## config.mk

```make
export PLATFORM = sky130hd
export DESIGN_NAME = sample_upload_alarm_scheduler
export DESIGN_NICKNAME = d
export VERILOG_FILES = /design/src/design/sua_pkg.sv /design/src/design/sua_cfg.sv /design/src/design/sua_div.sv /design/src/design/sample_upload_alarm_scheduler.sv
export SDC_FILE = /design/constraint.sdc
export NUM_CORES = 1
export LEC_CHECK = 0
export BUFFER_PORTS_ARGS = -buffer_cell sky130_fd_sc_hd__buf_2
export CAP_MARGIN = 5
export CORE_UTILIZATION = 41
export DETAILED_ROUTE_END_ITERATION = 7
export PLACE_DENSITY = 0.55
export SYNTH_ARGS = -nofsm -noshare
export SYNTH_HDL_FRONTEND = slang
export SYNTH_HIERARCHICAL = 1
export SYNTH_SLANG_ARGS = --single-unit
```

## constraint.sdc

```tcl
create_clock -name clk -period 6.2 [get_ports clk]
set_input_delay 0 -clock clk [delete_from_list [all_inputs] [get_ports clk]]
set_output_delay 0 -clock clk [all_outputs]
set_load 0.05 [all_outputs]
```

## src/design/sua_pkg.sv

```systemverilog
// Shared types, widths and constants of the sample/upload alarm scheduler.
// Used by sua_cfg, sua_div and sample_upload_alarm_scheduler; no dependencies.
`timescale 1ns / 1ps
`default_nettype none

package sua_pkg;

    localparam int UploadW  = 11;
    localparam int SampleW  = 15;
    localparam int CfgIdxW  = 2;
    localparam int CfgDataW = 15;
    localparam int SecW     = 17;
    localparam int AccW     = 18;
    localparam int CountW   = 14;
    localparam int ProdW    = 15;
    localparam int DivW     = 18;
    localparam int DivSteps = DivW;
    localparam int DivCntW  = $clog2(DivSteps);

    localparam logic [CfgIdxW-1:0] RegUpload = CfgIdxW'(0);
    localparam logic [CfgIdxW-1:0] RegSample = CfgIdxW'(1);

    localparam logic [UploadW-1:0] UploadMin   = UploadW'(3);
    localparam logic [UploadW-1:0] UploadMax   = UploadW'(1440);
    localparam logic [UploadW-1:0] UploadReset = UploadW'(1440);
    localparam logic [SampleW-1:0] SampleMin   = SampleW'(2);
    localparam logic [SampleW-1:0] SampleMax   = SampleW'(17280);
    localparam logic [SampleW-1:0] SampleReset = SampleW'(60);

    typedef struct packed {
        logic [UploadW-1:0] upload_minutes;
        logic [SampleW-1:0] sample_units;
    } sua_cfg_t;

    function automatic logic [UploadW-1:0] clamp_upload(input logic [UploadW-1:0] v);
        logic [UploadW-1:0] r;
        r = v;
        if (v < UploadMin) r = UploadMin;
        else if (v > UploadMax) r = UploadMax;
        return r;
    endfunction

    function automatic logic [SampleW-1:0] clamp_sample(input logic [SampleW-1:0] v);
        logic [SampleW-1:0] r;
        r = v;
        if (v < SampleMin) r = SampleMin;
        else if (v > SampleMax) r = SampleMax;
        return r;
    endfunction

    // Units of five seconds to seconds: 4s + s.
    function automatic logic [SecW-1:0] units_to_sec(input logic [SampleW-1:0] s);
        return {2'b00, s} + {s, 2'b00};
    endfunction

    // Minutes to units of five seconds: 8u + 4u.
    function automatic logic [ProdW-1:0] min_to_units(input logic [UploadW-1:0] u);
        return {1'b0, u, 3'b000} + {2'b00, u, 2'b00};
    endfunction

    // Minutes to seconds: 64u - 4u.
    function automatic logic [SecW-1:0] min_to_sec(input logic [UploadW-1:0] u);
        return {u, 6'b000000} - {4'b0000, u, 2'b00};
    endfunction

endpackage

`default_nettype wire

```

## src/design/sua_cfg.sv

```systemverilog
// Configuration register file: upload interval and sample interval.
// Depends on sua_pkg for widths, register indexes and reset values.
`timescale 1ns / 1ps
`default_nettype none

module sua_cfg
    import sua_pkg::*;
(
    input  wire logic                clk,
    input  wire logic                rst_n,
    input  wire logic                cfg_valid,
    output logic                     cfg_ready,
    input  wire logic [CfgIdxW-1:0]  cfg_index,
    input  wire logic [CfgDataW-1:0] cfg_data,
    output sua_cfg_t                 regs,
    output logic                     wr_hit
);

    sua_cfg_t regs_reg, regs_next;

    assign cfg_ready = 1'b1;
    assign regs      = regs_reg;

    always_comb
    begin
        regs_next = regs_reg;
        wr_hit    = 1'b0;
        if (cfg_valid)
        begin
            unique case (cfg_index)
                RegUpload:
                begin
                    regs_next.upload_minutes = cfg_data[UploadW-1:0];
                    wr_hit = 1'b1;
                end
                RegSample:
                begin
                    regs_next.sample_units = cfg_data[SampleW-1:0];
                    wr_hit = 1'b1;
                end
                default:
                begin
                    regs_next = regs_reg;
                end
            endcase
        end
    end

    always_ff @(posedge clk or negedge rst_n)
    begin
        if (!rst_n)
        begin
            regs_reg.upload_minutes <= UploadReset;
            regs_reg.sample_units   <= SampleReset;
        end
        else
        begin
            regs_reg <= regs_next;
        end
    end

endmodule

`default_nettype wire

```

## src/design/sua_div.sv

```systemverilog
// Bit-serial restoring divider: one quotient bit per cycle through a shift register.
// Depends on sua_pkg for the dividend, divisor and step-count widths.
`timescale 1ns / 1ps
`default_nettype none

module sua_div
    import sua_pkg::*;
(
    input  wire logic            clk,
    input  wire logic            rst_n,
    input  wire logic            start,
    input  wire logic [DivW-1:0] dividend,
    input  wire logic [SecW-1:0] divisor,
    output logic                 done,
    output logic [DivW-1:0]      quotient,
    output logic [SecW-1:0]      remainder
);

    logic               busy_reg, busy_next;
    logic               done_reg, done_next;
    logic [DivCntW-1:0] cnt_reg, cnt_next;
    logic [DivW-1:0]    quo_reg, quo_next;
    logic [SecW-1:0]    rem_reg, rem_next;
    logic [SecW-1:0]    dvs_reg, dvs_next;
    logic [SecW:0]      trial;
    logic [SecW:0]      diff;

    assign done      = done_reg;
    assign quotient  = quo_reg;
    assign remainder = rem_reg;

    // The dividend shifts out at the top while quotient bits shift in at the bottom.
    always_comb
    begin
        trial     = {rem_reg, quo_reg[DivW-1]};
        diff      = trial - {1'b0, dvs_reg};
        busy_next = busy_reg;
        done_next = 1'b0;
        cnt_next  = cnt_reg;
        quo_next  = quo_reg;
        rem_next  = rem_reg;
        dvs_next  = dvs_reg;
        if (start)
        begin
            busy_next = 1'b1;
            cnt_next  = DivCntW'(DivSteps - 1);
            quo_next  = dividend;
            rem_next  = '0;
            dvs_next  = divisor;
        end
        else if (busy_reg)
        begin
            if (trial >= {1'b0, dvs_reg})
            begin
                rem_next = diff[SecW-1:0];
                quo_next = {quo_reg[DivW-2:0], 1'b1};
            end
            else
            begin
                rem_next = trial[SecW-1:0];
                quo_next = {quo_reg[DivW-2:0], 1'b0};
            end
            if (cnt_reg == '0)
            begin
                busy_next = 1'b0;
                done_next = 1'b1;
            end
            else
            begin
                cnt_next = cnt_reg - DivCntW'(1);
            end
        end
    end

    always_ff @(posedge clk or negedge rst_n)
    begin
        if (!rst_n)
        begin
            busy_reg <= 1'b0;
            done_reg <= 1'b0;
            cnt_reg  <= '0;
        end
        else
        begin
            busy_reg <= busy_next;
            done_reg <= done_next;
            cnt_reg  <= cnt_next;
        end
    end

    always_ff @(posedge clk)
    begin
        quo_reg <= quo_next;
        rem_reg <= rem_next;
        dvs_reg <= dvs_next;
    end

endmodule

`default_nettype wire

```

## src/design/sample_upload_alarm_scheduler.sv

```systemverilog
// Top level of the sample/upload alarm scheduler: event sequencer and result register.
// Depends on sua_pkg, sua_cfg and sua_div.
//
// Each transfer on the input channel (in_valid, in_stall, restart) is one alarm event.
// The block answers with one transfer on the output channel (out_valid, out_stall):
// seconds until the next alarm, plus whether a sample and/or an upload is due now.
// Configuration writes (cfg_valid, cfg_ready, cfg_index, cfg_data) are always taken;
// a write to either register marks the schedule for recompute at the next event.
// Writes to an index other than the two registers are ignored.
// A plain sample event passes the alarm and due-flag registers, then the output register.
// Events that recompute the schedule or close an upload period run the bit-serial divider,
// once, or twice when the period remainder is carried over (a modulo and then a division).
// One event is worked on at a time; in_stall is high from the accepting edge until the
// result is placed in the output register.
// The output register holds its result while out_stall is high, and the next event is
// already accepted and worked on meanwhile.
// Reset restores the register defaults and forces a recompute on the first event.
`timescale 1ns / 1ps
`default_nettype none

module sample_upload_alarm_scheduler
    import sua_pkg::*;
(
    input  wire logic                clk,
    input  wire logic                rst_n,
    input  wire logic                in_valid,
    output logic                     in_stall,
    input  wire logic                restart,
    output logic                     out_valid,
    input  wire logic                out_stall,
    output logic [SecW-1:0]          next_alarm_seconds,
    output logic                     sample_due,
    output logic                     upload_due,
    input  wire logic                cfg_valid,
    output logic                     cfg_ready,
    input  wire logic [CfgIdxW-1:0]  cfg_index,
    input  wire logic [CfgDataW-1:0] cfg_data
);

    typedef enum logic [1:0] {
        ST_IDLE,
        ST_MOD,
        ST_SPP,
        ST_OUT
    } state_t;

    state_t            state_reg, state_next;
    logic [SecW-1:0]   sd_reg, sd_next;
    logic [SecW-1:0]   ud_reg, ud_next;
    logic [CountW-1:0] spp_reg, spp_next;
    logic [CountW-1:0] idx_reg, idx_next;
    logic [AccW-1:0]   acc_reg, acc_next;
    logic              upend_reg, upend_next;
    logic              rp_reg, rp_next;
    logic              plus_one_reg, plus_one_next;
    logic [SecW-1:0]   alarm_reg, alarm_next;
    logic              sdue_reg, sdue_next;
    logic              udue_reg, udue_next;
    logic              out_valid_reg, out_valid_next;
    logic [SecW-1:0]   out_alarm_reg, out_alarm_next;
    logic              out_sdue_reg, out_sdue_next;
    logic              out_udue_reg, out_udue_next;

    sua_cfg_t          cfg_regs;
    logic              cfg_hit;

    logic              div_start;
    logic [DivW-1:0]   div_dividend;
    logic [SecW-1:0]   div_divisor;
    logic              div_done;
    logic [DivW-1:0]   div_quo;
    logic [SecW-1:0]   div_rem;

    logic [UploadW-1:0] u_cl;
    logic [SampleW-1:0] s_cl;
    logic [SecW-1:0]    sd_new;
    logic [SecW-1:0]    ud_new;
    logic [ProdW-1:0]   u12;
    logic [CountW:0]    idx_inc;
    logic [SecW-1:0]    ud_nz;
    logic [SecW-1:0]    sd_nz;

    sua_cfg u_cfg (
        .clk       (clk),
        .rst_n     (rst_n),
        .cfg_valid (cfg_valid),
        .cfg_ready (cfg_ready),
        .cfg_index (cfg_index),
        .cfg_data  (cfg_data),
        .regs      (cfg_regs),
        .wr_hit    (cfg_hit)
    );

    sua_div u_div (
        .clk       (clk),
        .rst_n     (rst_n),
        .start     (div_start),
        .dividend  (div_dividend),
        .divisor   (div_divisor),
        .done      (div_done),
        .quotient  (div_quo),
        .remainder (div_rem)
    );

    assign in_stall           = (state_reg != ST_IDLE);
    assign out_valid          = out_valid_reg;
    assign next_alarm_seconds = out_alarm_reg;
    assign sample_due         = out_sdue_reg;
    assign upload_due         = out_udue_reg;

    always_comb
    begin
        u_cl    = clamp_upload(cfg_regs.upload_minutes);
        s_cl    = clamp_sample(cfg_regs.sample_units);
        sd_new  = units_to_sec(s_cl);
        ud_new  = min_to_sec(u_cl);
        u12     = min_to_units(u_cl);
        idx_inc = {1'b0, idx_reg} + (CountW + 1)'(1);
        ud_nz   = (ud_reg == '0) ? SecW'(1) : ud_reg;
        sd_nz   = (sd_reg == '0) ? SecW'(1) : sd_reg;

        state_next     = state_reg;
        sd_next        = sd_reg;
        ud_next        = ud_reg;
        spp_next       = spp_reg;
        idx_next       = idx_reg;
        acc_next       = acc_reg;
        upend_next     = upend_reg;
        rp_next        = rp_reg;
        plus_one_next  = plus_one_reg;
        alarm_next     = alarm_reg;
        sdue_next      = sdue_reg;
        udue_next      = udue_reg;
        out_valid_next = out_valid_reg;
        out_alarm_next = out_alarm_reg;
        out_sdue_next  = out_sdue_reg;
        out_udue_next  = out_udue_reg;
        div_start      = 1'b0;
        div_dividend   = '0;
        div_divisor    = SecW'(1);

        if (out_valid_reg && !out_stall)
        begin
            out_valid_next = 1'b0;
        end

        unique case (state_reg)
            ST_IDLE:
            begin
                if (in_valid)
                begin
                    if (restart || rp_reg)
                    begin
                        sd_next       = sd_new;
                        ud_next       = ud_new;
                        upend_next    = 1'b0;
                        idx_next      = '0;
                        alarm_next    = sd_new;
                        acc_next      = {1'b0, sd_new};
                        rp_next       = 1'b0;
                        sdue_next     = 1'b0;
                        udue_next     = 1'b0;
                        div_start     = 1'b1;
                        div_dividend  = DivW'(u12);
                        div_divisor   = SecW'(s_cl);
                        plus_one_next = 1'b0;
                        state_next    = ST_SPP;
                    end
                    else if (idx_inc < {1'b0, spp_reg})
                    begin
                        sdue_next  = 1'b1;
                        udue_next  = 1'b0;
                        idx_next   = idx_inc[CountW-1:0];
                        alarm_next = sd_reg;
                        acc_next   = acc_reg + AccW'(sd_reg);
                        state_next = ST_OUT;
                    end
                    else if ({1'b0, ud_reg} != acc_reg)
                    begin
                        if (upend_reg)
                        begin
                            // Close the period and carry the overshoot into the next one.
                            upend_next   = 1'b0;
                            sdue_next    = 1'b0;
                            udue_next    = 1'b1;
                            idx_next     = '0;
                            div_start    = 1'b1;
                            div_dividend = DivW'(acc_reg + AccW'(sd_reg));
                            div_divisor  = ud_nz;
                            state_next   = ST_MOD;
                        end
                        else
                        begin
                            sdue_next  = 1'b1;
                            udue_next  = 1'b0;
                            upend_next = 1'b1;
                            if ({1'b0, ud_reg} > acc_reg)
                            begin
                                alarm_next = ud_reg - acc_reg[SecW-1:0];
                            end
                            else
                            begin
                                alarm_next = '0;
                            end
                            state_next = ST_OUT;
                        end
                    end
                    else
                    begin
                        sdue_next     = 1'b1;
                        udue_next     = 1'b1;
                        idx_next      = '0;
                        alarm_next    = sd_reg;
                        acc_next      = {1'b0, sd_reg};
                        div_start     = 1'b1;
                        div_dividend  = DivW'(ud_reg);
                        div_divisor   = sd_nz;
                        plus_one_next = 1'b0;
                        state_next    = ST_SPP;
                    end
                end
            end
            ST_MOD:
            begin
                if (div_done)
                begin
                    // The remainder is below the upload delay, so the difference never wraps.
                    alarm_next    = div_rem;
                    acc_next      = {1'b0, div_rem};
                    div_start     = 1'b1;
                    div_dividend  = DivW'(ud_reg - div_rem);
                    div_divisor   = sd_nz;
                    plus_one_next = 1'b1;
                    state_next    = ST_SPP;
                end
            end
            ST_SPP:
            begin
                if (div_done)
                begin
                    spp_next   = div_quo[CountW-1:0] + CountW'(plus_one_reg);
                    state_next = ST_OUT;
                end
            end
            ST_OUT:
            begin
                if (!out_valid_reg || !out_stall)
                begin
                    out_valid_next = 1'b1;
                    out_alarm_next = alarm_reg;
                    out_sdue_next  = sdue_reg;
                    out_udue_next  = udue_reg;
                    state_next     = ST_IDLE;
                end
            end
            default:
            begin
                state_next = ST_IDLE;
            end
        endcase

        if (cfg_hit)
        begin
            rp_next = 1'b1;
        end
    end

    always_ff @(posedge clk or negedge rst_n)
    begin
        if (!rst_n)
        begin
            state_reg     <= ST_IDLE;
            sd_reg        <= '0;
            ud_reg        <= '0;
            spp_reg       <= '0;
            idx_reg       <= '0;
            acc_reg       <= '0;
            upend_reg     <= 1'b0;
            rp_reg        <= 1'b1;
            plus_one_reg  <= 1'b0;
            alarm_reg     <= '0;
            sdue_reg      <= 1'b0;
            udue_reg      <= 1'b0;
            out_valid_reg <= 1'b0;
            out_alarm_reg <= '0;
            out_sdue_reg  <= 1'b0;
            out_udue_reg  <= 1'b0;
        end
        else
        begin
            state_reg     <= state_next;
            sd_reg        <= sd_next;
            ud_reg        <= ud_next;
            spp_reg       <= spp_next;
            idx_reg       <= idx_next;
            acc_reg       <= acc_next;
            upend_reg     <= upend_next;
            rp_reg        <= rp_next;
            plus_one_reg  <= plus_one_next;
            alarm_reg     <= alarm_next;
            sdue_reg      <= sdue_next;
            udue_reg      <= udue_next;
            out_valid_reg <= out_valid_next;
            out_alarm_reg <= out_alarm_next;
            out_sdue_reg  <= out_sdue_next;
            out_udue_reg  <= out_udue_next;
        end
    end

endmodule

`default_nettype wire

```

[Word-level counts from Yosys, hierarchy flattened]
Index checks and enable logic that the tools add are counted.
Storage, ports and cells
  flip-flop bits (word level): 209
  bits of input ports: 23
  output and inout bits: 22
Operators by class
  add/sub/neg operators: 10
  order comparisons: 7
  equal/unequal tests: 16
  mux-type cells: 90
  reductions and logical operators: 32
Operator list (number)
  17-bit two-way mux: 16
  18-bit two-way mux: 13
  18-bit case mux with 2 select lines: 2
  17-bit case mux with 2 select lines: 2
  14-bit two-way mux: 4
  1-bit two-way mux: 35
  17-bit zero test: 2
  17-bit subtractor: 2
  15-bit two-way mux: 2
  11-bit two-way mux: 2
  18-bit by 17-bit adder with 18-bit output: 1
  18-bit by 17-bit >= comparator with 1-bit output: 1
  17-bit by 18-bit > comparator with 1-bit output: 1
  17-bit by 18-bit != test with 1-bit output: 1
  17-bit by 17-bit subtractor with 18-bit output: 1
  15-bit by 17-bit adder with 17-bit output: 1
  17-bit by 13-bit subtractor with 17-bit output: 1
  2-bit two-way mux: 8
  4-bit AND reduction: 4
  14-bit by 1-bit adder with 15-bit output, second input constant: 1
  14-bit by 13-bit adder with 15-bit output: 1
  15-bit > comparator, second input constant: 1
  15-bit by 14-bit < comparator with 1-bit output: 1
  15-bit by 2-bit < comparator with 1-bit output, second input constant: 1
  other kinds (24): 51

[Longest topological paths before layout]
  word-level depth: 8
  gate-level depth with buffers: 21
  mapped depth without buffers: 19

[Hierarchy]
Netlist, hierarchy kept.
By module, submodules not included
  sample_upload_alarm_scheduler: instances 1, cells each 1447, area each 11673.7 um^2, seq. area each 3054.2 um^2
  sua_div: instances 1, cells each 305, area each 3298.2 um^2, seq. area each 1566.5 um^2
  sua_cfg: instances 1, cells each 59, area each 1026.0 um^2, seq. area each 660.6 um^2

[Worst setup path after synthesis]
Ideal clock, no wire load.
  path kind: register to register
  start: reg idx_reg[2]
  end: reg u_div.quo_reg[0], in the netlist u_div/quotient[0] (data pin)
  setup time: 0.260 ns
  arrival time: 5.249 ns
  path slack: 0.691 ns
  stages on the path, launching flop included: 18
  clock period less this slack: 5.509 ns
  cells stage by stage: dfrtp_1 nand3_1 inv_1 nand3_1 nor3_1 nand3_1 xnor2_1 ha_1 nand4_1 a2111oi_0 o21ai_0 nand3_2 clkbuf_1 a21oi_1 o21ai_0 buf_6 clkbuf_1 mux2_2
Between the ends
  cells in the longest elaborated chain, start to end: 7
  elaborated cells on any way between the ends: 11
  classes of those cells: add/sub: 1; order compare: 1; mux: 9
RTL lines
  from (decl): RTL line sample_upload_alarm_scheduler.sv:51  | logic [CountW-1:0] idx_reg, idx_next;
  from (signal assigned): RTL line sample_upload_alarm_scheduler.sv:295  | idx_reg <= idx_next;
  14-bit by 1-bit adder with 15-bit output: RTL line sample_upload_alarm_scheduler.sv:118  | idx_inc = {1'b0, idx_reg} + (CountW + 1)'(1);
  15-bit by 14-bit < comparator with 1-bit output: RTL line sample_upload_alarm_scheduler.sv:169  | else if (idx_inc < {1'b0, spp_reg})
  1-bit two-way mux: RTL line sample_upload_alarm_scheduler.sv:169
  1-bit two-way mux: RTL line sample_upload_alarm_scheduler.sv:152  | if (restart || rp_reg)
  1-bit two-way mux: RTL line sample_upload_alarm_scheduler.sv:150  | if (in_valid)
  1-bit case mux with 2 select lines: RTL line sample_upload_alarm_scheduler.sv:147  | unique case (state_reg)
  net div_start: RTL line sample_upload_alarm_scheduler.sv:67  | logic div_start;
  18-bit two-way mux: RTL line sua_div.sv:43  | if (start)
  net u_div.quo_next[0]: RTL line sua_div.sv:22  | logic [DivW-1:0] quo_reg, quo_next;
  to (signal assigned): RTL line sua_div.sv:93  | quo_reg <= quo_next;
  to (decl): RTL line sua_div.sv:22
The timed path passes the listed nets, and every way through them passes these cells.
A chain may end at the register's enable or synchronous reset.

[Worst setup path in the final report]
  start: reg idx_reg[2]
  end: reg u_div.dvs_reg[7] (data pin)
Between the ends
  cells in the longest elaborated chain, start to end: 6
RTL lines
  14-bit by 1-bit adder with 15-bit output: RTL line sample_upload_alarm_scheduler.sv:118
  15-bit by 14-bit < comparator with 1-bit output: RTL line sample_upload_alarm_scheduler.sv:169
  17-bit two-way mux: RTL line sample_upload_alarm_scheduler.sv:169
  17-bit two-way mux: RTL line sample_upload_alarm_scheduler.sv:152
  17-bit two-way mux: RTL line sample_upload_alarm_scheduler.sv:150
  17-bit case mux with 2 select lines: RTL line sample_upload_alarm_scheduler.sv:147
  net div_divisor[7]: RTL line sample_upload_alarm_scheduler.sv:69  | logic [SecW-1:0] div_divisor;
  to (signal assigned): RTL line sua_div.sv:95  | dvs_reg <= dvs_next;
  to (decl): RTL line sua_div.sv:24  | logic [SecW-1:0] dvs_reg, dvs_next;
The timed path passes the listed nets, and every way through them passes these cells.

==> qor.yml <==
worst_setup_path:
  r2r_start: "idx_reg[2]"
  cp_cell_sequence: "nand3_1 > inv_1 > nand3_1 > nor3_1 > nand3_1 > xnor2_1 > ha_1 > nand4_1 > a2111oi_0 > o21ai_0 > and3_1 > buf_4 > nor2_1 > and3_1 > a221oi_1 > o32ai_1"
  r2r_slack_ns: 1.45
  cpLargestDelayFamily: "simple AND/OR/NAND/NOR gates"
  timing.critical_path.mode_cell: "nand3_1"
  critPathRequiredTime_ns: 6.57
  cp-start-kind: "register"
  r2r_cells: 16
  critPathKind: "register to register"
  end_kind: "register"
  cp.depth: 16
  critPathMaxFanout: 19
  crit_buf_inv: 2
  cpPeakStageDelay_ns: 0.56
  crit_arrival_ns: 5.12
  cp_slowest_cell: "and3_1"
  reg2reg_to: "u_div/dvs_reg[7]"
synthesis:
  synth_edf_count: 35
  synth_most_common_cell: "nand2_1"
  yosys_register_bits: 207
  seq_area_frac_synth_pct: 33.01
  avgSynthCellArea_sq_um: 8.834
  async_flop_share_pct: 74.88
  synthCells: 1811
  synthTopCellsByCount: "183 x nand2_1, 146 x dfrtp_1, 144 x o21ai_0"
  ys_warn_count: 6
  syn-num-nets: 1961
  synth_area_leader_cell: "dfrtp_1"
  synth_top_cells_by_area: "dfrtp_1 23%, ha_1 9.6%, edfxtp_1 6.6%"
  yosys.cell_types.count: 110
  synth_top_area_share_pct: 22.84
  synth_flop_cell: "dfrtp_1"
  syn_area_sq_um: 16000
die:
  rows: 71
  start_util_pct: 42.08
  pin_count: 45
  core_sq_um: 38020
  die_h_um: 199.5
  die-area_sq_um: 39810
  fp.dieW_um: 199.5
sta:
  rsz0062_at_grt: "no"
  hold_viol: 0
  hold_ws_ns: 0.01696
  period_share_pct: 76.63
  fmax_mhz: 210.5
  worst-slew-pin-transition_ns: 1.075
  fin_worst_skew_ns: 0.01612
  fin_crit_ns: 4.751
  setup_tns_ns: 0
  fin_ws_ns: 1.449
  setup_viol: 0
  slew_viol_final: 0
  slew_headroom_pct: 27.58
clock_tree:
  cts_setup_buffers: 0
  cts_num_sinks: 207
  cts-root-buf: "clkbuf_16"
  ctsResizeCount: 0
  cts.htree.levels: 1
  clk_pin_slew_worst_paths_ns: 0.06
  tritoncts: "built"
  clk_latency_ns: 0.56
  cts_hold_buf: 25
  cts_buffers: 27
  clockBufferDepth: 3
global_routing:
  grt_remaining_overflow: 0
  grt_pass1_wl_um: 84600
  grt_pass1_vias: 13750
  antenna_found_initial: 2
  grt_max_degree: 81
  grt_use_total_pct: 28.16
routing:
  antenna_left: 0
  dr.pass1.iters: 7
  via_count: 14470
  drtIter0Drc: 1332
  avgRoutedWirePerCell_um: 23.34
  vias_per_cell: 6.091
  drc: 0
  drt_wl_total_um: 55420
outcome:
  status: "complete, no violations"
cells_and_area:
  utilization_pct: 46.65
  multi_input_area_sq_um: 9893
  layout-drive-gt1-share_pct: 12.52
  largest_reg_flops: 26
  syn2layout_area_growth_pct: 10.88
  nFillCells: 3800
  finalNetCount: 1992
  seq_area_sq_um: 5281
power_and_ir_drop:
  peakVddDrop_mv: 0.2814
  power_w: 0.01088
  leakage_nw: 7.646
  power_density_nw_per_um2: 613.4
placement:
  place_congestion: 1.056
  place_ws_ns: 1.473
  portBuffers: 43
  dpl.hpwl_um: 41390
flow_run:
  max-cap-violations: 0
min_path:
  hold_class: "input port to asynchronous set/reset pin"
-- logic make-up (layout without fill, tap and decap cells) --
family                     after synthesis  count (layout)  synth area share [%]
muxes                                   78              78                 5.420
adders and majority gates              127             127                 10.12
and+or+nand+nor                        543             543                 16.96
xor gates and xnor gates               108             108                 5.913
other                                    1               4               0.02344
buffers and inverters                  195             245                 5.303
DFF                                    207             207                 33.01
AOI/OAI and AO/OA                      552             552                 23.24
-- cell type report --
cell class	count	share of cell area, %
Timing Repair Buffer	87	3.463
Clock buffer	37	4.303
Tap cell	511	3.604
Antenna cell	3	0.04232
Multi-Input combinational cell	1409	55.77
Inverter	110	2.328
Sequential cell	207	29.77
Clock inverter	11	0.7124
-- metrics by stage --
stage | area (sq um) | instances
detailed placement | 16590 | 2299
global route | 17730 | 2372
floorplan | 16000 | 1811
finish | 17740 | 2375
global placement | 16590 | 2299
CTS | 17730 | 2372
-- worst reg2reg max path, cell delays in order (launching register included) --
cell and delay (ns):
dfrtp_1 0.44, nand3_1 0.17, inv_1 0.12, nand3_1 0.16, nor3_1 0.46, nand3_1 0.21
xnor2_1 0.17, ha_1 0.29, nand4_1 0.08, a2111oi_0 0.38, o21ai_0 0.21, and3_1 0.27
buf_4 0.23, nor2_1 0.33, and3_1 0.56, a221oi_1 0.18, o32ai_1 0.31
-- cell usage in the layout (no fill, tap or decap), drive strengths merged, types with 24 or more instances in the layout --
cell	instances
o21ai	153
nand4	25
dfrtp	146
a21oi	117
edfxtp	35
dlygate4sd3	25
xor2	50
clkbuf	37
nand2	183
inv	111
ha	123
nand3	59
mux2	69
xnor2	58
o31ai	24
buf	62
a21o	35
nor2	113
-- worst max path at each step --
stage	start	endpoint	slack, ns
2_1_floorplan	idx_reg[2]	u_div/quotient[0]	0.69
3_3_place_gp	u_cfg/regs[21]	u_div/quotient[13]	1.58
3_5_place_dp	u_cfg/regs[21]	u_div/quotient[13]	1.47
4_1_cts	u_cfg/regs[21]	u_div/quotient[13]	1.47
5_1_grt	idx_reg[2]	u_div/dvs_reg[7]	0.98
6_report	idx_reg[2]	u_div/dvs_reg[7]	1.45
-- metal layers --
layer	up-vias	GRT usage, %	wire [um]
li1	6715	-	-
met1	6978	38.81	24080
met2	630	42.21	23600
met3	142	6.464	5299
met4	0	11.48	2445
met5	-	0	0
-- report_power, final --
| part | total, W | switching, W | leakage [nW] | internal [W] |
|---|---|---|---|---|
| sequential | 0.00279 | 0.000817 | 2.41 | 0.00197 |
| combinational | 0.00650 | 0.00406 | 4.81 | 0.00243 |
| clock | 0.00159 | 0.000648 | 0.426 | 0.000944 |
Note: power is estimated with default switching activity, not from simulation.
